--- config.mk ---
export PLATFORM = sky130hd
export DESIGN_NAME = music_note_decoder_unit_flat
export DESIGN_NICKNAME = d
export VERILOG_FILES = /design/src/rtl/core/mnd_pkg.sv /design/src/rtl/core/mnd_ifs.sv /design/src/rtl/core/music_note_decoder_unit.sv /design/src/flat_wrapper.sv
export SDC_FILE = /design/constraint.sdc
export NUM_CORES = 1
export LEC_CHECK = 0
export BUFFER_PORTS_ARGS = -buffer_cell sky130_fd_sc_hd__buf_2
export CORE_MARGIN = 4
export CORE_UTILIZATION = 63
export DETAILED_ROUTE_END_ITERATION = 7
export GPL_TIMING_DRIVEN = 0
export MAX_ROUTING_LAYER = met4
export PLACE_DENSITY = 0.86
export SLEW_MARGIN = 20
export SYNTH_ARGS = -nofsm -noshare
export SYNTH_HDL_FRONTEND = slang
export SYNTH_SLANG_ARGS = --single-unit
export TNS_END_PERCENT = 50
--- constraint.sdc ---
create_clock -name i_clk -period 8.4 [get_ports i_clk]
set_input_delay 0.84 -clock i_clk [delete_from_list [all_inputs] [get_ports i_clk]]
set_output_delay 0.84 -clock i_clk [all_outputs]
set_load 0.005 [all_outputs]
--- src/rtl/core/mnd_pkg.sv ---
// Package for the music note decoder: widths, character codes, error codes
// and the base pitch table. No dependencies.
package mnd_pkg;

    localparam int CHAR_W  = 8;
    localparam int WHOLE_W = 18;
    localparam int TONE_W  = 14;
    localparam int SOUND_W = 19;
    localparam int SIL_W   = 16;
    localparam int ERR_W   = 3;
    localparam int PITCH_W = 12;
    localparam int OCT_W   = 4;
    localparam int FRAC_W  = 7;
    localparam int SEMI_W  = 4;

    // shared divider: dividend holds the whole note, divisor the fraction; the
    // dividend register also carries pitch << 9 at most for the tone scaling
    localparam int DIV_W   = 21;
    localparam int DVSR_W  = 7;
    localparam int CNT_W   = $clog2(DIV_W);

    // x / 100 as (x * TONE_RECIP) >> TONE_SHIFT, exact for x below 2**21
    localparam int RECIP_W    = 22;
    localparam int PROD_W     = DIV_W + RECIP_W;
    localparam int TONE_SHIFT = 28;
    localparam logic [RECIP_W-1:0] TONE_RECIP = 22'd2684355;

    localparam logic [WHOLE_W-1:0] WHOLE_RESET = 18'd2000;

    localparam logic [ERR_W-1:0] ERR_OK        = 3'd0;
    localparam logic [ERR_W-1:0] ERR_BAD_ACC   = 3'd1;
    localparam logic [ERR_W-1:0] ERR_NO_NAME   = 3'd2;
    localparam logic [ERR_W-1:0] ERR_NO_OCTAVE = 3'd3;
    localparam logic [ERR_W-1:0] ERR_NO_SLASH  = 3'd4;
    localparam logic [ERR_W-1:0] ERR_NO_FRAC   = 3'd5;
    localparam logic [ERR_W-1:0] ERR_ZERO_FRAC = 3'd6;

    localparam logic [CHAR_W-1:0] CH_A     = 8'h41;
    localparam logic [CHAR_W-1:0] CH_B     = 8'h42;
    localparam logic [CHAR_W-1:0] CH_C     = 8'h43;
    localparam logic [CHAR_W-1:0] CH_D     = 8'h44;
    localparam logic [CHAR_W-1:0] CH_E     = 8'h45;
    localparam logic [CHAR_W-1:0] CH_F     = 8'h46;
    localparam logic [CHAR_W-1:0] CH_G     = 8'h47;
    localparam logic [CHAR_W-1:0] CH_R     = 8'h52;
    localparam logic [CHAR_W-1:0] CH_SHARP = 8'h23;
    localparam logic [CHAR_W-1:0] CH_FLAT  = 8'h62;
    localparam logic [CHAR_W-1:0] CH_SLASH = 8'h2F;
    localparam logic [CHAR_W-1:0] CH_DOT   = 8'h2E;
    localparam logic [CHAR_W-1:0] CH_TIE   = 8'h5F;
    localparam logic [CHAR_W-1:0] CH_0     = 8'h30;
    localparam logic [CHAR_W-1:0] CH_2     = 8'h32;
    localparam logic [CHAR_W-1:0] CH_8     = 8'h38;
    localparam logic [CHAR_W-1:0] CH_9     = 8'h39;

    // semitone 0 is C, in hundredths of a hertz at the lowest octave
    function automatic logic [PITCH_W-1:0] pitch_of(input logic [SEMI_W-1:0] semi);
        logic [PITCH_W-1:0] p;
        case (semi)
            4'd0:    p = 12'd1635;
            4'd1:    p = 12'd1732;
            4'd2:    p = 12'd1835;
            4'd3:    p = 12'd1945;
            4'd4:    p = 12'd2060;
            4'd5:    p = 12'd2183;
            4'd6:    p = 12'd2312;
            4'd7:    p = 12'd2450;
            4'd8:    p = 12'd2596;
            4'd9:    p = 12'd2750;
            4'd10:   p = 12'd2914;
            4'd11:   p = 12'd3087;
            default: p = 12'd0;
        endcase
        return p;
    endfunction

endpackage

--- src/rtl/core/mnd_ifs.sv ---
// Handshake channels of the music note decoder: character input, result
// output and the whole-note length write port. Uses mnd_pkg for widths.
interface mnd_char_if;
    logic                          valid;
    logic                          ready;
    logic [mnd_pkg::CHAR_W-1:0]    note_char;
    logic                          last_char;
    modport source (output valid, output note_char, output last_char, input ready);
    modport sink   (input valid, input note_char, input last_char, output ready);
endinterface

interface mnd_result_if;
    logic                          valid;
    logic                          ready;
    logic [mnd_pkg::TONE_W-1:0]    tone_hz;
    logic [mnd_pkg::SOUND_W-1:0]   sound_ms;
    logic [mnd_pkg::SIL_W-1:0]     silence_ms;
    logic                          tied;
    logic [mnd_pkg::ERR_W-1:0]     error_code;
    modport source (output valid, output tone_hz, output sound_ms, output silence_ms,
                    output tied, output error_code, input ready);
    modport sink   (input valid, input tone_hz, input sound_ms, input silence_ms,
                    input tied, input error_code, output ready);
endinterface

interface mnd_cfg_if;
    logic                          valid;
    logic                          ready;
    logic [mnd_pkg::WHOLE_W-1:0]   whole_note_ms;
    modport source (output valid, output whole_note_ms, input ready);
    modport sink   (input valid, input whole_note_ms, output ready);
endinterface

--- src/rtl/core/music_note_decoder_unit.sv ---
// Music note decoder top level: character parser, sequencer and one shared
// restoring divider. Depends on mnd_pkg and the channels in mnd_ifs.sv.
// A character that does not end a note is taken every cycle. The final one starts the
// sequencer: tone multiply and 21 divider steps for a pitched note, the divider steps
// alone for a rest, neither on an error; input ready again once the result is loaded,
// later while the previous result is still held. Sync active-low reset: whole note 2000 ms.
module music_note_decoder_unit (
    input  logic                  i_clk,
    input  logic                  i_rst_n,
    mnd_char_if.sink              i_char,
    mnd_cfg_if.sink               i_cfg,
    mnd_result_if.source          o_result
);

    typedef enum logic [3:0] {
        PH_NAME, PH_ACC, PH_OCT, PH_SLASH, PH_FRAC1, PH_FRAC2, PH_DOT, PH_TIE, PH_DONE
    } t_phase;

    typedef enum logic [1:0] {
        SQ_IDLE, SQ_TONE, SQ_DIV_LEN, SQ_FINISH
    } t_seq;

    // parse state
    t_phase                          r_phase, n_phase, p_phase;
    logic [mnd_pkg::SEMI_W-1:0]      r_semi, n_semi, p_semi;
    logic [mnd_pkg::PITCH_W-1:0]     r_pitch, n_pitch, p_pitch;
    logic [mnd_pkg::OCT_W-1:0]       r_oct, n_oct, p_oct;
    logic [mnd_pkg::FRAC_W-1:0]      r_frac, n_frac, p_frac;
    logic                            r_dot, n_dot, p_dot;
    logic                            r_tie, n_tie, p_tie;
    logic [mnd_pkg::ERR_W-1:0]       r_err, n_err, p_err, fin_err;

    // sequencer and divider
    t_seq                            r_state, n_state;
    logic [mnd_pkg::WHOLE_W-1:0]     r_whole, n_whole;
    logic [mnd_pkg::DVSR_W-1:0]      r_rem, n_rem, step_rem;
    logic [mnd_pkg::DIV_W-1:0]       r_quo, n_quo, step_quo;
    logic [mnd_pkg::DVSR_W-1:0]      r_dvsr, n_dvsr;
    logic [mnd_pkg::CNT_W-1:0]       r_cnt, n_cnt;
    logic [mnd_pkg::TONE_W-1:0]      r_tone, n_tone;
    logic [mnd_pkg::SOUND_W-1:0]     r_len, n_len;
    logic [mnd_pkg::DVSR_W:0]        trial, trial_diff;
    logic                            trial_ge;
    logic [mnd_pkg::PROD_W-1:0]      tone_prod;

    // output register
    logic                            r_out_valid, n_out_valid;
    logic [mnd_pkg::TONE_W-1:0]      r_o_tone, n_o_tone;
    logic [mnd_pkg::SOUND_W-1:0]     r_o_snd, n_o_snd;
    logic [mnd_pkg::SIL_W-1:0]       r_o_sil, n_o_sil;
    logic                            r_o_tied, n_o_tied;
    logic [mnd_pkg::ERR_W-1:0]       r_o_err, n_o_err;

    logic                            in_take, out_take, out_free;
    logic [mnd_pkg::CHAR_W-1:0]      ch;
    logic                            go_oct, go_dot, go_tie, is_dig;
    logic [mnd_pkg::SOUND_W-1:0]     len_eighth, len_sound;
    logic [mnd_pkg::OCT_W-1:0]       shift_amt;

    assign ch        = i_char.note_char;
    assign in_take   = i_char.valid && i_char.ready;
    assign out_take  = r_out_valid && o_result.ready;
    assign out_free  = !r_out_valid || o_result.ready;

    assign i_char.ready        = (r_state == SQ_IDLE);
    assign i_cfg.ready         = 1'b1;
    assign o_result.valid      = r_out_valid;
    assign o_result.tone_hz    = r_o_tone;
    assign o_result.sound_ms   = r_o_snd;
    assign o_result.silence_ms = r_o_sil;
    assign o_result.tied       = r_o_tied;
    assign o_result.error_code = r_o_err;

    // character parser: next parse state for the character on the input
    always_comb begin
        p_phase = r_phase;
        p_semi  = r_semi;
        p_pitch = r_pitch;
        p_oct   = r_oct;
        p_frac  = r_frac;
        p_dot   = r_dot;
        p_tie   = r_tie;
        p_err   = r_err;
        go_oct  = 1'b0;
        go_dot  = 1'b0;
        go_tie  = 1'b0;
        is_dig  = (ch >= mnd_pkg::CH_0) && (ch <= mnd_pkg::CH_9);
        if (r_err == mnd_pkg::ERR_OK) begin
            case (r_phase)
                PH_NAME: begin
                    p_phase = PH_ACC;
                    case (ch)
                        mnd_pkg::CH_C: p_semi = 4'd0;
                        mnd_pkg::CH_D: p_semi = 4'd2;
                        mnd_pkg::CH_E: p_semi = 4'd4;
                        mnd_pkg::CH_F: p_semi = 4'd5;
                        mnd_pkg::CH_G: p_semi = 4'd7;
                        mnd_pkg::CH_A: p_semi = 4'd9;
                        mnd_pkg::CH_B: p_semi = 4'd11;
                        mnd_pkg::CH_R: p_phase = PH_SLASH;
                        default: begin
                            p_phase = PH_NAME;
                            p_err   = mnd_pkg::ERR_NO_NAME;
                        end
                    endcase
                    if (p_phase == PH_ACC) begin
                        p_pitch = mnd_pkg::pitch_of(p_semi);
                    end else if (p_phase == PH_SLASH) begin
                        p_pitch = '0;
                    end
                end
                PH_ACC: begin
                    p_phase = PH_OCT;
                    if (ch == mnd_pkg::CH_SHARP) begin
                        if (r_semi == 4'd4 || r_semi == 4'd11) begin
                            p_err = mnd_pkg::ERR_BAD_ACC;
                        end else begin
                            p_semi = r_semi + 4'd1;
                        end
                    end else if (ch == mnd_pkg::CH_FLAT) begin
                        if (r_semi == 4'd0 || r_semi == 4'd5) begin
                            p_err = mnd_pkg::ERR_BAD_ACC;
                        end else begin
                            p_semi = r_semi - 4'd1;
                        end
                    end else begin
                        go_oct = 1'b1;
                    end
                    if (p_err != mnd_pkg::ERR_OK) begin
                        p_phase = PH_ACC;
                    end
                    p_pitch = mnd_pkg::pitch_of(p_semi);
                end
                PH_OCT:   go_oct = 1'b1;
                PH_SLASH: begin
                    if (ch == mnd_pkg::CH_SLASH) begin
                        p_phase = PH_FRAC1;
                    end else begin
                        p_err = mnd_pkg::ERR_NO_SLASH;
                    end
                end
                PH_FRAC1: begin
                    if (is_dig) begin
                        p_frac  = mnd_pkg::FRAC_W'(ch[3:0]);
                        p_phase = PH_FRAC2;
                    end else begin
                        p_err = mnd_pkg::ERR_NO_FRAC;
                    end
                end
                PH_FRAC2: begin
                    if (is_dig) begin
                        p_frac  = mnd_pkg::FRAC_W'(r_frac * 7'd10 + mnd_pkg::FRAC_W'(ch[3:0]));
                        p_phase = PH_DOT;
                    end else begin
                        go_dot = 1'b1;
                    end
                end
                PH_DOT:  go_dot = 1'b1;
                PH_TIE:  go_tie = 1'b1;
                PH_DONE: ;
                default: ;
            endcase
            if (go_oct) begin
                if (ch >= mnd_pkg::CH_2 && ch <= mnd_pkg::CH_8) begin
                    p_oct   = ch[3:0];
                    p_phase = PH_SLASH;
                end else begin
                    p_phase = PH_OCT;
                    p_err   = mnd_pkg::ERR_NO_OCTAVE;
                end
            end
            if (go_dot) begin
                if (ch == mnd_pkg::CH_DOT) begin
                    p_dot   = 1'b1;
                    p_phase = PH_TIE;
                end else begin
                    go_tie = 1'b1;
                end
            end
            if (go_tie) begin
                if (ch == mnd_pkg::CH_TIE) begin
                    p_tie = 1'b1;
                end
                p_phase = PH_DONE;
            end
        end

        // end-of-note checks on the state the final character leaves
        fin_err = p_err;
        if (p_err == mnd_pkg::ERR_OK) begin
            case (p_phase)
                PH_NAME:         fin_err = mnd_pkg::ERR_NO_NAME;
                PH_ACC, PH_OCT:  fin_err = mnd_pkg::ERR_NO_OCTAVE;
                PH_SLASH:        fin_err = mnd_pkg::ERR_NO_SLASH;
                PH_FRAC1:        fin_err = mnd_pkg::ERR_NO_FRAC;
                default: begin
                    if (p_frac == '0) begin
                        fin_err = mnd_pkg::ERR_ZERO_FRAC;
                    end
                end
            endcase
        end
    end

    // one restoring step of the shared divider
    always_comb begin
        trial      = {r_rem, r_quo[mnd_pkg::DIV_W-1]};
        trial_ge   = trial >= {1'b0, r_dvsr};
        trial_diff = trial - {1'b0, r_dvsr};
        step_rem   = trial_ge ? trial_diff[mnd_pkg::DVSR_W-1:0] : trial[mnd_pkg::DVSR_W-1:0];
        step_quo   = {r_quo[mnd_pkg::DIV_W-2:0], trial_ge};
    end

    // scaled pitch / 100 by reciprocal multiply
    assign tone_prod  = mnd_pkg::PROD_W'(r_quo) * mnd_pkg::PROD_W'(mnd_pkg::TONE_RECIP);

    assign shift_amt  = p_oct + 4'd1;
    assign len_eighth = r_len >> 3;
    assign len_sound  = r_len - len_eighth - mnd_pkg::SOUND_W'(|r_len[2:0]);

    // sequencer
    always_comb begin
        n_state     = r_state;
        n_phase     = r_phase;
        n_semi      = r_semi;
        n_pitch     = r_pitch;
        n_oct       = r_oct;
        n_frac      = r_frac;
        n_dot       = r_dot;
        n_tie       = r_tie;
        n_err       = r_err;
        n_whole     = r_whole;
        n_rem       = r_rem;
        n_quo       = r_quo;
        n_dvsr      = r_dvsr;
        n_cnt       = r_cnt;
        n_tone      = r_tone;
        n_len       = r_len;
        n_out_valid = r_out_valid && !out_take;
        n_o_tone    = r_o_tone;
        n_o_snd     = r_o_snd;
        n_o_sil     = r_o_sil;
        n_o_tied    = r_o_tied;
        n_o_err     = r_o_err;

        if (i_cfg.valid && i_cfg.ready) begin
            n_whole = i_cfg.whole_note_ms;
        end

        case (r_state)
            SQ_IDLE: begin
                if (in_take) begin
                    n_phase = p_phase;
                    n_semi  = p_semi;
                    n_pitch = p_pitch;
                    n_oct   = p_oct;
                    n_frac  = p_frac;
                    n_dot   = p_dot;
                    n_tie   = p_tie;
                    n_err   = p_err;
                    if (i_char.last_char) begin
                        n_err  = fin_err;
                        n_rem  = '0;
                        n_cnt  = mnd_pkg::CNT_W'(mnd_pkg::DIV_W - 1);
                        n_tone = '0;
                        n_len  = '0;
                        if (fin_err != mnd_pkg::ERR_OK) begin
                            n_state = SQ_FINISH;
                        end else if (p_pitch != '0) begin
                            n_quo   = mnd_pkg::DIV_W'(p_pitch) << shift_amt;
                            n_state = SQ_TONE;
                        end else begin
                            n_quo   = mnd_pkg::DIV_W'(r_whole);
                            n_dvsr  = p_frac;
                            n_state = SQ_DIV_LEN;
                        end
                    end
                end
            end
            SQ_TONE: begin
                n_tone  = tone_prod[mnd_pkg::TONE_SHIFT +: mnd_pkg::TONE_W];
                n_rem   = '0;
                n_quo   = mnd_pkg::DIV_W'(r_whole);
                n_dvsr  = r_frac;
                n_cnt   = mnd_pkg::CNT_W'(mnd_pkg::DIV_W - 1);
                n_state = SQ_DIV_LEN;
            end
            SQ_DIV_LEN: begin
                n_rem = step_rem;
                n_quo = step_quo;
                n_cnt = r_cnt - mnd_pkg::CNT_W'(1);
                if (r_cnt == '0) begin
                    // dotted: 3*len/2 truncated is len + len/2
                    n_len = mnd_pkg::SOUND_W'(step_quo[mnd_pkg::WHOLE_W-1:0])
                          + (r_dot ? mnd_pkg::SOUND_W'(step_quo[mnd_pkg::WHOLE_W-1:1])
                                   : '0);
                    n_state = SQ_FINISH;
                end
            end
            SQ_FINISH: begin
                if (out_free) begin
                    n_out_valid = 1'b1;
                    n_o_err     = r_err;
                    if (r_err != mnd_pkg::ERR_OK) begin
                        n_o_tone = '0;
                        n_o_snd  = '0;
                        n_o_sil  = '0;
                        n_o_tied = 1'b0;
                    end else begin
                        n_o_tone = r_tone;
                        n_o_tied = r_tie;
                        n_o_snd  = r_tie ? r_len : len_sound;
                        n_o_sil  = r_tie ? '0 : len_eighth[mnd_pkg::SIL_W-1:0];
                    end
                    n_phase = PH_NAME;
                    n_semi  = '0;
                    n_pitch = '0;
                    n_oct   = '0;
                    n_frac  = '0;
                    n_dot   = 1'b0;
                    n_tie   = 1'b0;
                    n_err   = mnd_pkg::ERR_OK;
                    n_state = SQ_IDLE;
                end
            end
            default: n_state = SQ_IDLE;
        endcase
    end

    always_ff @(posedge i_clk) begin
        if (!i_rst_n) begin
            r_state     <= SQ_IDLE;
            r_phase     <= PH_NAME;
            r_semi      <= '0;
            r_pitch     <= '0;
            r_oct       <= '0;
            r_frac      <= '0;
            r_dot       <= 1'b0;
            r_tie       <= 1'b0;
            r_err       <= mnd_pkg::ERR_OK;
            r_whole     <= mnd_pkg::WHOLE_RESET;
            r_cnt       <= '0;
            r_out_valid <= 1'b0;
        end else begin
            r_state     <= n_state;
            r_phase     <= n_phase;
            r_semi      <= n_semi;
            r_pitch     <= n_pitch;
            r_oct       <= n_oct;
            r_frac      <= n_frac;
            r_dot       <= n_dot;
            r_tie       <= n_tie;
            r_err       <= n_err;
            r_whole     <= n_whole;
            r_cnt       <= n_cnt;
            r_out_valid <= n_out_valid;
        end
        r_rem    <= n_rem;
        r_quo    <= n_quo;
        r_dvsr   <= n_dvsr;
        r_tone   <= n_tone;
        r_len    <= n_len;
        r_o_tone <= n_o_tone;
        r_o_snd  <= n_o_snd;
        r_o_sil  <= n_o_sil;
        r_o_tied <= n_o_tied;
        r_o_err  <= n_o_err;
    end

endmodule

--- src/flat_wrapper.sv ---
// flat-port wrapper written by rule: the top's interface ports become plain ports
module music_note_decoder_unit_flat 
  (i_clk, i_rst_n, i_char_valid, i_char_note_char, i_char_last_char, i_char_ready, i_cfg_valid, i_cfg_whole_note_ms, i_cfg_ready, o_result_valid, o_result_tone_hz, o_result_sound_ms, o_result_silence_ms, o_result_tied, o_result_error_code, o_result_ready);
  mnd_char_if i_char_i ();
  mnd_cfg_if i_cfg_i ();
  mnd_result_if o_result_i ();
  input  logic i_clk;
  input  logic i_rst_n;
  input wire logic [$bits(i_char_i.valid)-1:0] i_char_valid;
  input wire logic [$bits(i_char_i.note_char)-1:0] i_char_note_char;
  input wire logic [$bits(i_char_i.last_char)-1:0] i_char_last_char;
  output wire logic [$bits(i_char_i.ready)-1:0] i_char_ready;
  input wire logic [$bits(i_cfg_i.valid)-1:0] i_cfg_valid;
  input wire logic [$bits(i_cfg_i.whole_note_ms)-1:0] i_cfg_whole_note_ms;
  output wire logic [$bits(i_cfg_i.ready)-1:0] i_cfg_ready;
  output wire logic [$bits(o_result_i.valid)-1:0] o_result_valid;
  output wire logic [$bits(o_result_i.tone_hz)-1:0] o_result_tone_hz;
  output wire logic [$bits(o_result_i.sound_ms)-1:0] o_result_sound_ms;
  output wire logic [$bits(o_result_i.silence_ms)-1:0] o_result_silence_ms;
  output wire logic [$bits(o_result_i.tied)-1:0] o_result_tied;
  output wire logic [$bits(o_result_i.error_code)-1:0] o_result_error_code;
  input wire logic [$bits(o_result_i.ready)-1:0] o_result_ready;
  assign i_char_i.valid = i_char_valid;
  assign i_char_i.note_char = i_char_note_char;
  assign i_char_i.last_char = i_char_last_char;
  assign i_char_ready = i_char_i.ready;
  assign i_cfg_i.valid = i_cfg_valid;
  assign i_cfg_i.whole_note_ms = i_cfg_whole_note_ms;
  assign i_cfg_ready = i_cfg_i.ready;
  assign o_result_valid = o_result_i.valid;
  assign o_result_tone_hz = o_result_i.tone_hz;
  assign o_result_sound_ms = o_result_i.sound_ms;
  assign o_result_silence_ms = o_result_i.silence_ms;
  assign o_result_tied = o_result_i.tied;
  assign o_result_error_code = o_result_i.error_code;
  assign o_result_i.ready = o_result_ready;
  music_note_decoder_unit u_core (.i_clk(i_clk), .i_rst_n(i_rst_n), .i_char(i_char_i), .i_cfg(i_cfg_i), .o_result(o_result_i));
endmodule
# After elaboration in Yosys (flattened, before gate mapping)
# Memories as Yosys holds them, arrays and structs flattened.
# Cells that the tools add are included.
# word_totals
regBits	183
mem_bits_ro	384
out_inout_bits	56
mem_count	2
# op_classes
addsub	9
mul	2
magnitude_cmp	5
eq_ne	44
shifts	1
n_mux	126
reduce_logical	42
# mem_list
name	depth	width	rd	rd_clocked_by_memory_dff	write_ports	line	source
(no name shown)	16	12	1	0	0	mnd_pkg.sv:59	case (semi)
(no name shown)	16	12	1	0	0	mnd_pkg.sv:59	
# ops
cell	n
4-bit 2-to-1 mux	26
21-bit 2-to-1 mux	4
7-bit 2-to-1 mux	12
8-bit by 7-bit equality test with 1-bit output, second input constant	10
19-bit 2-to-1 mux	4
21-bit case mux with 3 select lines	1
12-bit 2-to-1 mux	5
3-bit 2-to-1 mux	17
12-bit case mux with 2 select lines	2
21-bit by 22-bit multiplier with 42-bit output, second input constant	1
7-bit case mux with 2 select lines	3
19-bit case mux with 2 select lines	1
4-bit case mux with 2 select lines	4
4-bit by 3-bit equality test with 1-bit output, second input constant	7
14-bit 2-to-1 mux	2
14-bit case mux with 2 select lines	1
4-bit case mux with 7 select lines	1
8-bit by 6-bit equality test with 1-bit output, second input constant	3
3-bit case mux with 4 select lines	2
1-bit 2-to-1 mux	21
7-bit case mux with 3 select lines	1
12-bit by 4-bit left shift with 21-bit output	1
4-bit by 2-bit equality test with 1-bit output, second input constant	5
4-bit case mux with 5 select lines	1
47 further kinds	94

# Longest topological paths before layout
# Gate-level depths: netlist of the first run.
# depth
ltp_word	24
depth_mapped	27

# Least setup slack after synthesis of the first run
# Ideal clock, no wire load.
# synth_path
path_kind	register -> register
from	reg u_core.r_quo[4] (netlist name)
to	reg u_core.r_tone[13] (netlist name) (data pin)
setup_ns	0.255
t_arrival_ns	6.700
required_ns	8.145
path_slack_ns	1.446
path_stages_with_launch	23
period_less_slack_ns	6.954
path_cell_list	edfxtp_1 fa_1 inv_1 fa_1 inv_1 fa_1 fa_1 inv_1 fa_1 fa_1 fa_1 inv_1 ha_1 nand4_1 a21oi_1 o311a_1 o311ai_0 a31o_2 o21ai_0 o211a_1 a311oi_1 xnor2_1 and2_1
# synth_via
elab_chain_cells	2
# synth_lines
item	line	source
start, declared	music_note_decoder_unit.sv:37	logic [mnd_pkg::DIV_W-1:0] r_quo, n_quo, step_quo;
start signal, assigned	music_note_decoder_unit.sv:359	r_quo <= n_quo;
21-bit by 22-bit multiplier with 42-bit output	music_note_decoder_unit.sv:215	assign tone_prod = mnd_pkg::PROD_W'(r_quo) * mnd_pkg::PROD_W'(mnd_pkg::TONE_RECIP);
14-bit case mux with 2 select lines	music_note_decoder_unit.sv:250	case (r_state)
end signal, assigned	music_note_decoder_unit.sv:361	r_tone <= n_tone;
end, declared	music_note_decoder_unit.sv:40	logic [mnd_pkg::TONE_W-1:0] r_tone, n_tone;
# Every way passes these cells.
# A chain may end at the register's enable or synchronous reset.

# Worst setup path after layout of the first run
# layout_path
from	reg u_core.r_quo[12] (netlist name)
to	reg u_core.r_tone[12] (netlist name) (data pin)
# The elaborated chain is that of the path after synthesis.

==> results of run 1 <==
metrics by stage:
| stage | instance area (um2) | instances | utilization [%] |
|---|---|---|---|
| after floorplan | 20100 | 2133 | - |
| final | 21700 | 2655 | 68.8 |
| after CTS | 21700 | 2654 | 68.8 |
| after global routing | 21700 | 2655 | 68.8 |
| after global placement | 21000 | 2619 | 66.6 |
| after detailed placement | 21100 | 2622 | 66.9 |
worst min-delay path by stage:
stage	end	startpoint	cells past startpoint
after floorplan	u_core.r_cnt[4]	u_core.r_cnt[4]	1
after global placement	u_core.r_cnt[4]	u_core.r_cnt[4]	1
after detailed placement	u_core.r_cnt[4]	u_core.r_cnt[4]	1
after CTS	u_core.r_cnt[4]	u_core.r_cnt[4]	1
after global routing	u_core.r_pitch[7]	u_core.r_pitch[7]	2
final	u_core.r_cnt[4]	u_core.r_cnt[4]	1
registers in the layout, summed over array words and instances, names as in the netlist, 12 cells and up:
register	flops
u_core.o_result.silence_ms	16
u_core.o_result.sound_ms	19
u_core.o_result.tone_hz	14
u_core.r_len	19
u_core.r_pitch	12
u_core.r_quo	21
u_core.r_tone	14
u_core.r_whole	18
area by class of cell:
| type | instances | area (um2) |
|---|---|---|
| clock inverters | 14 | 153 |
| repair buffers | 87 | 487 |
| flip-flops and latches | 183 | 4870 |
| fillers | 2461 | 9810 |
| plain buffers | 75 | 309 |
| well taps | 402 | 503 |
| clock buffers | 18 | 450 |
| inverters | 376 | 1410 |
| diodes | 1 | 2.50 |
| multi-input cells | 1499 | 13500 |
synthesized netlist by cell type (14+ instances only):
library cell	n
sky130_fd_sc_hd__clkbuf_1	62
sky130_fd_sc_hd__xnor2_1	34
sky130_fd_sc_hd__inv_1	372
sky130_fd_sc_hd__nand3_1	30
sky130_fd_sc_hd__and3_1	15
sky130_fd_sc_hd__nor2b_1	17
sky130_fd_sc_hd__a211oi_1	15
sky130_fd_sc_hd__o21a_1	15
sky130_fd_sc_hd__ha_1	279
sky130_fd_sc_hd__edfxtp_1	121
sky130_fd_sc_hd__nor3_1	52
sky130_fd_sc_hd__or2_2	17
sky130_fd_sc_hd__a22oi_1	27
sky130_fd_sc_hd__fa_1	160
sky130_fd_sc_hd__a21oi_1	85
sky130_fd_sc_hd__nand2_1	112
sky130_fd_sc_hd__xor2_1	14
sky130_fd_sc_hd__and2_1	61
sky130_fd_sc_hd__mux2_2	14
sky130_fd_sc_hd__mux2i_1	46
sky130_fd_sc_hd__or3_1	20
sky130_fd_sc_hd__dfxtp_1	62
sky130_fd_sc_hd__nor2_1	146
sky130_fd_sc_hd__a31oi_1	17
sky130_fd_sc_hd__a21o_1	14
sky130_fd_sc_hd__o21ai_0	75
worst max-delay path, delay by kind of cell (launching register included):
kind | cells | cell delay [ns]
adders and majority gates | 8 | 3.83
AOI/OAI and AO/OA | 7 | 1.89
and+or+nand+nor | 3 | 0.85
DFF | 1 | 0.75
buffers and inverters | 4 | 0.25
xor gates and xnor gates | 1 | 0.06
per-layer routing:
metal / vias up / share of wire [%] / wire (um)
li1: 7573 / - / -
met1: 7985 / 43 / 23300
met2: 727 / 46 / 25000
met3: 101 / 8.0 / 4330
met4: 0 / 3.0 / 1640
met5: - / 0 / 0
logic make-up (layout without fill, tap and decap cells):
kind of cell	Yosys count	in the layout	synth area share, %
AND/OR/NAND/NOR	549	549	14.1
buffers and inverters	451	570	8.58
adder cells (fa/ha/maj)	440	440	33.4
AO/OA/AOI/OAI	395	395	13.8
flip-flops	183	183	24.3
multiplexers	65	65	3.57
XOR/XNOR	49	49	2.18
other	1	2	0.0187
timing repair:
| item | in CTS | in global routing |
|---|---|---|
| endpoints found under the setup margin | 0 | 2 |
| hold endpoints to repair | 0 | 0 |
| resized for setup | 0 | 1 |
==> run summary, run 1 <==
Outcome
* run status: finished, final reports clean

Route
* number of iterations in the first detailed-routing pass: 8
* remaining antenna violation count: 0
* wire per inst: 20.4 um
* vias after detailed routing: 16,386
* drt total wl: 54.3 mm
* initial DRC count: 1,826
* DRC Markers: 0
* number of vias per cell after detailed routing: 6.17

Cells and area
* most common cell after layout, fill and taps aside: sky130_fd_sc_hd__inv_1
* commonest non-fill, non-tap cells in the layout: sky130_fd_sc_hd__inv_1 (372), sky130_fd_sc_hd__ha_1 (279), sky130_fd_sc_hd__fa_1 (160)
* Nets: 2,710
* area delta synth->final: 8.06%
* fraction of layout instances using a drive strength above 1: 8.79%

CTS
* cts bufs inserted: 17
* buffers inserted during post-CTS setup optimization: 0
* depth of the CTS H-tree: 4
* library cell used as clock root buffer: sky130_fd_sc_hd__clkbuf_16
* Clock Pin Slew Worst Setup and Hold Paths: 0.08 ns
* maximum buffer depth of the clock tree: 2
* worst-skew pair later-pin latency: 0.47 ns
* Num Clock Sinks: 183
* clock tree from TritonCTS: yes
* Hold Buf Count CTS: 0

STA
* setup-violating endpoint count in the final report: 0
* Slew @ Worst Pin: 1.00 ns
* Fin. Hold Viols: 0
* fin crit share: 93.5%
* unrepaired setup endpoints after global routing: false
* maximum clock skew at final layout: 0.0348 ns
* setup slack after layout: 0.547 ns
* crit path time final: 7.85 ns
* minimum hold slack: 0.480 ns
* max-slew violation count: 0
* setup TNS: 0 ns
* fmax: 127 MHz
* worst slew margin relative to its limit: 32.4%

Yosys
* dominant cells by area after synthesis: sky130_fd_sc_hd__edfxtp_1 (18%), sky130_fd_sc_hd__ha_1 (17%), sky130_fd_sc_hd__fa_1 (16%)
* cell type with the largest total area after synthesis: sky130_fd_sc_hd__edfxtp_1
* mean cell area of the mapped netlist: 9.40 um2
* warning count from the yosys run: 0
* post-synthesis sequential area ratio: 24.3%
* #FFs+latches synth: 183
* fraction of registers with async set/reset: 0%
* cell area after synthesis: 20,100 um2
* post-synthesis cell type count: 101
* number of enable-type register cells in the synthesized netlist: 121
* number of instances in the synthesized netlist: 2,133
* Synth Flop Type: sky130_fd_sc_hd__edfxtp_1
* proportion of netlist area held by the largest area contributor: 18.1%
* Net Count, Synth: 2,604

Global routing
* global-route wire length before repair: 87.2 mm
* Overflow after GRT: 0
* global-route track usage on met2: 50.0%
* GR Layer Usage met1: 44.0%
* largest net degree at the start of global routing: 31
* number of antenna violations at the first check in global routing: 1
* met3 capacity usage during global routing: 5.59%
* vias in the first global route: 16,360
* combined global-route utilization of all metal layers: 32.2%
* most used routing layer in global routing: met2

Setup path
* R2R cell count: 23
* start of the worst register-to-register path: u_core.r_quo[12]
* required time of the worst setup path: 8.61 ns
* Slowest Stage Delay on Critical Path: 0.75 ns
* FF-to-FF setup slack: 0.55 ns
* library cell appearing most often on the critical path: sky130_fd_sc_hd__fa_1
* Worst setup startpoint: u_core.r_quo[12]
* Max FO, Critical Path: 10
* crit path cell chain: fa_1 > inv_1 > fa_1 > inv_1 > fa_1 > inv_1 > fa_1 > fa_1 > fa_1 > inv_1 > ha_1 > ha_1 > o2111ai_1 > nor3_1 > o311a_1 > o311ai_1 > a31o_2 > o21ai_0 > o211a_1 > o21ai_0 > nand2b_1 > xor2_1 > and2_1
* category of the worst setup path launch point: register
* Crit Path Class: reg -> reg
* reg-to-reg endpoint: u_core.r_tone[12]
* nature of the critical path endpoint: register
* cell with the largest stage delay on the worst path: sky130_fd_sc_hd__edfxtp_1
* arrival time of data at the critical path endpoint: 8.06 ns
* crit path to: u_core.r_tone[12]

Die
* Chip Width: 186 um
* Core Region: 31,500 um2
* Die ar.: 34,700 um2
* number of standard-cell rows in the floorplan: 65
* effective utilization at floorplan: 63.7%
* Vert. Die Dim: 186 um
* io pins: 88

Placed design
* # port buffers: 84
* post-detail-place hpwl: 44.0 mm
* pre-CTS setup slack: 0.490 ns
* gp weighted congestion: 0.998

Job
* MaxCap Viol Count: 0

Min path
* worst min-delay path category: reg -> reg

Power of run 1 is not shown: default switching activity piles up to over one toggle a cycle in this logic, so the estimate is an artifact.
==> run 2: changes to the inputs <==
- BUFFER_PORTS_ARGS: -buffer_cell sky130_fd_sc_hd__buf_2 -> not set
- CORE_UTILIZATION: 63 -> 25
- DONT_BUFFER_PORTS: not set -> 1
- PLACE_DENSITY: 0.86 -> 0.43
==> run summary, run 2 (synthesis gave the netlist of run 1 again) <==
Route
* number of vias per cell after detailed routing: 4.77, -23%
* DRC Markers: 0, unchanged
* number of iterations in the first detailed-routing pass: 5, -3
* wire per inst: 18.9 um, -7.3%
* drt total wl: 61.1 mm, +13%
* remaining antenna violation count: 0, unchanged
* initial DRC count: 675, -63%
* vias after detailed routing: 15,394, -6.1%

Cells and area
* number of flip-flops under the largest register name: 21, unchanged
* total area of multi-input combinational cells: 13,500 um2, +0.10%
* register name with the most flops: u_core.r_quo
* area delta synth->final: 10.2%
* fraction of layout instances using a drive strength above 1: 5.30%, -3.5 points
* FF/Latch Area: 4870 um2, unchanged
* Nets: 2,626, -3.1%
* commonest non-fill, non-tap cells in the layout: sky130_fd_sc_hd__inv_1 (372), sky130_fd_sc_hd__ha_1 (279), sky130_fd_sc_hd__fa_1 (160)
* most common cell after layout, fill and taps aside: sky130_fd_sc_hd__inv_1
* number of standard cells in the layout, taps in and fillers out: 3,227, +22%
* fillers: 8,433, +240%

CTS
* Hold Buf Count CTS: 0, unchanged
* maximum buffer depth of the clock tree: 2, unchanged
* Clock Pin Slew Worst Setup and Hold Paths: 0.07 ns, about the same
* buffers inserted during post-CTS setup optimization: 0, unchanged
* cts bufs inserted: 17, unchanged
* depth of the CTS H-tree: 4, unchanged
* Resize count post-CTS: 0, unchanged
* clock tree from TritonCTS: yes
* library cell used as clock root buffer: sky130_fd_sc_hd__clkbuf_16
* worst-skew pair later-pin latency: 0.49 ns, +0.02 ns
* Num Clock Sinks: 183, unchanged

Die
* io pins: 88, unchanged
* Vert. Die Dim: 291 um, +56%
* number of standard-cell rows in the floorplan: 103, +58%
* Core Region: 79,300 um2, +150%
* Die ar.: 84,800 um2, +140%
* Chip Width: 291 um, +56%
* effective utilization at floorplan: 25.3%, -38 points

STA
* setup slack after layout: 0.483 ns, -0.0639 ns
* worst slew margin relative to its limit: 26.4%, -6.1 points
* Fin. Hold Viols: 0, unchanged
* fin crit share: 94.3%, +0.76 points
* unrepaired setup endpoints after global routing: false
* fmax: 126 MHz, -0.81%
* setup-violating endpoint count in the final report: 0, unchanged
* maximum clock skew at final layout: 0.0186 ns, -0.0162 ns
* crit path time final: 7.92 ns, +0.0639 ns
* Slew @ Worst Pin: 1.10 ns, +0.0954 ns
* setup TNS: 0 ns, unchanged
* max-slew violation count: 0, unchanged

Setup path
* Crit Path Class: reg -> reg
* arrival time of data at the critical path endpoint: 8.15 ns, +0.09 ns
* Max FO, Critical Path: 11, +1
* category of the worst setup path launch point: register
* required time of the worst setup path: 8.64 ns, +0.03 ns
* nature of the critical path endpoint: register

Placed design
* # port buffers: 0, -100%
* gp weighted congestion: 0.891, -11%
* number of cells in the design after placement: 3,186, +22%
* pre-CTS setup slack: 0.443 ns, -0.0464 ns
* post-detail-place hpwl: 50.5 mm, +15%

Global routing
* most used routing layer in global routing: met2
* vias in the first global route: 15,690, -4.1%
* largest net degree at the start of global routing: 28, -9.7%
* global-route wire length before repair: 94.6 mm, +8.5%
* global-route track usage on met2: 23.7%, -26 points
* GR Layer Usage met1: 19.6%, -24 points
* number of antenna violations at the first check in global routing: 10, +9
* combined global-route utilization of all metal layers: 14.8%, -17 points
* Overflow after GRT: 0, unchanged
* met3 capacity usage during global routing: 2.81%, -2.8 points

Outcome
* run status: finished, final reports clean

Job
* MaxCap Viol Count: 0, unchanged

Min path
* worst min-delay path category: reg -> reg

run 2: cell types whose count changed in the layout (fill, tap and decap cells not counted), sizes merged:
cell / previous run / this run
bufinv: 0 / 3
inv: 380 / 377
clkinv: 10 / 6
clkinvlp: 0 / 4
diode: 1 / 9
buf: 100 / 16
run 2: final cells by class:
cell class | instances | area share, %
multi-input cells | 1499 | 61.1
plain buffers | 75 | 1.40
clock inverters | 14 | 0.861
flip-flops and latches | 183 | 22.1
inverters | 376 | 6.39
clock buffers | 18 | 1.94
diodes | 9 | 0.102
well taps | 1050 | 5.95
repair buffers | 3 | 0.232
run 2: path summary, 6_finish.rpt:
check	from	endpoint	slack, ns	depth (start not counted)
worst max-delay path	u_core.r_quo[4]	u_core.r_tone[12]	0.48	23
worst min-delay path	u_core.r_pitch[7]	u_core.r_pitch[7]	0.47	2
worst max register to register	u_core.r_quo[4]	u_core.r_tone[12]	0.48	23
worst min register to register	u_core.r_pitch[7]	u_core.r_pitch[7]	0.47	2
run 2: worst max-delay path, stage by stage (launching register included):
cell	delay, ns
sky130_fd_sc_hd__edfxtp_1	0.72
sky130_fd_sc_hd__fa_1	0.72
sky130_fd_sc_hd__inv_1	0.08
sky130_fd_sc_hd__fa_1	0.53
sky130_fd_sc_hd__inv_1	0.07
sky130_fd_sc_hd__fa_1	0.50
sky130_fd_sc_hd__fa_1	0.53
sky130_fd_sc_hd__inv_1	0.05
sky130_fd_sc_hd__fa_1	0.48
sky130_fd_sc_hd__fa_1	0.52
sky130_fd_sc_hd__fa_1	0.55
sky130_fd_sc_hd__inv_1	0.04
sky130_fd_sc_hd__ha_1	0.30
sky130_fd_sc_hd__nand3_1	0.16
sky130_fd_sc_hd__nor2_1	0.06
sky130_fd_sc_hd__o311a_1	0.37
sky130_fd_sc_hd__o311ai_0	0.57
sky130_fd_sc_hd__a31o_2	0.30
sky130_fd_sc_hd__o21ai_0	0.21
sky130_fd_sc_hd__o211a_1	0.32
sky130_fd_sc_hd__o21ai_0	0.21
sky130_fd_sc_hd__nand2b_1	0.10
sky130_fd_sc_hd__xor2_1	0.14
sky130_fd_sc_hd__and2_1	0.15
run 2: metal layers:
layer / share of wire [%] / vias to the layer above / routed length (um)
li1: - / 7410 / -
met1: 47 / 7662 / 28900
met2: 47 / 281 / 28800
met3: 4.3 / 41 / 2610
met4: 1.4 / 0 / 833
met5: 0 / - / 0
run 2: stage by stage:
step	instance area (um2)	util (%)	hold slack, ns
final	22100	27.9	0.467
after global placement	21400	27.0	0.446
after detailed placement	21400	27.0	0.454
after CTS	22100	27.8	0.442
after global routing	22100	27.9	0.468
after floorplan	20100	-	0.423
Power of run 2 is left out for the same reason.
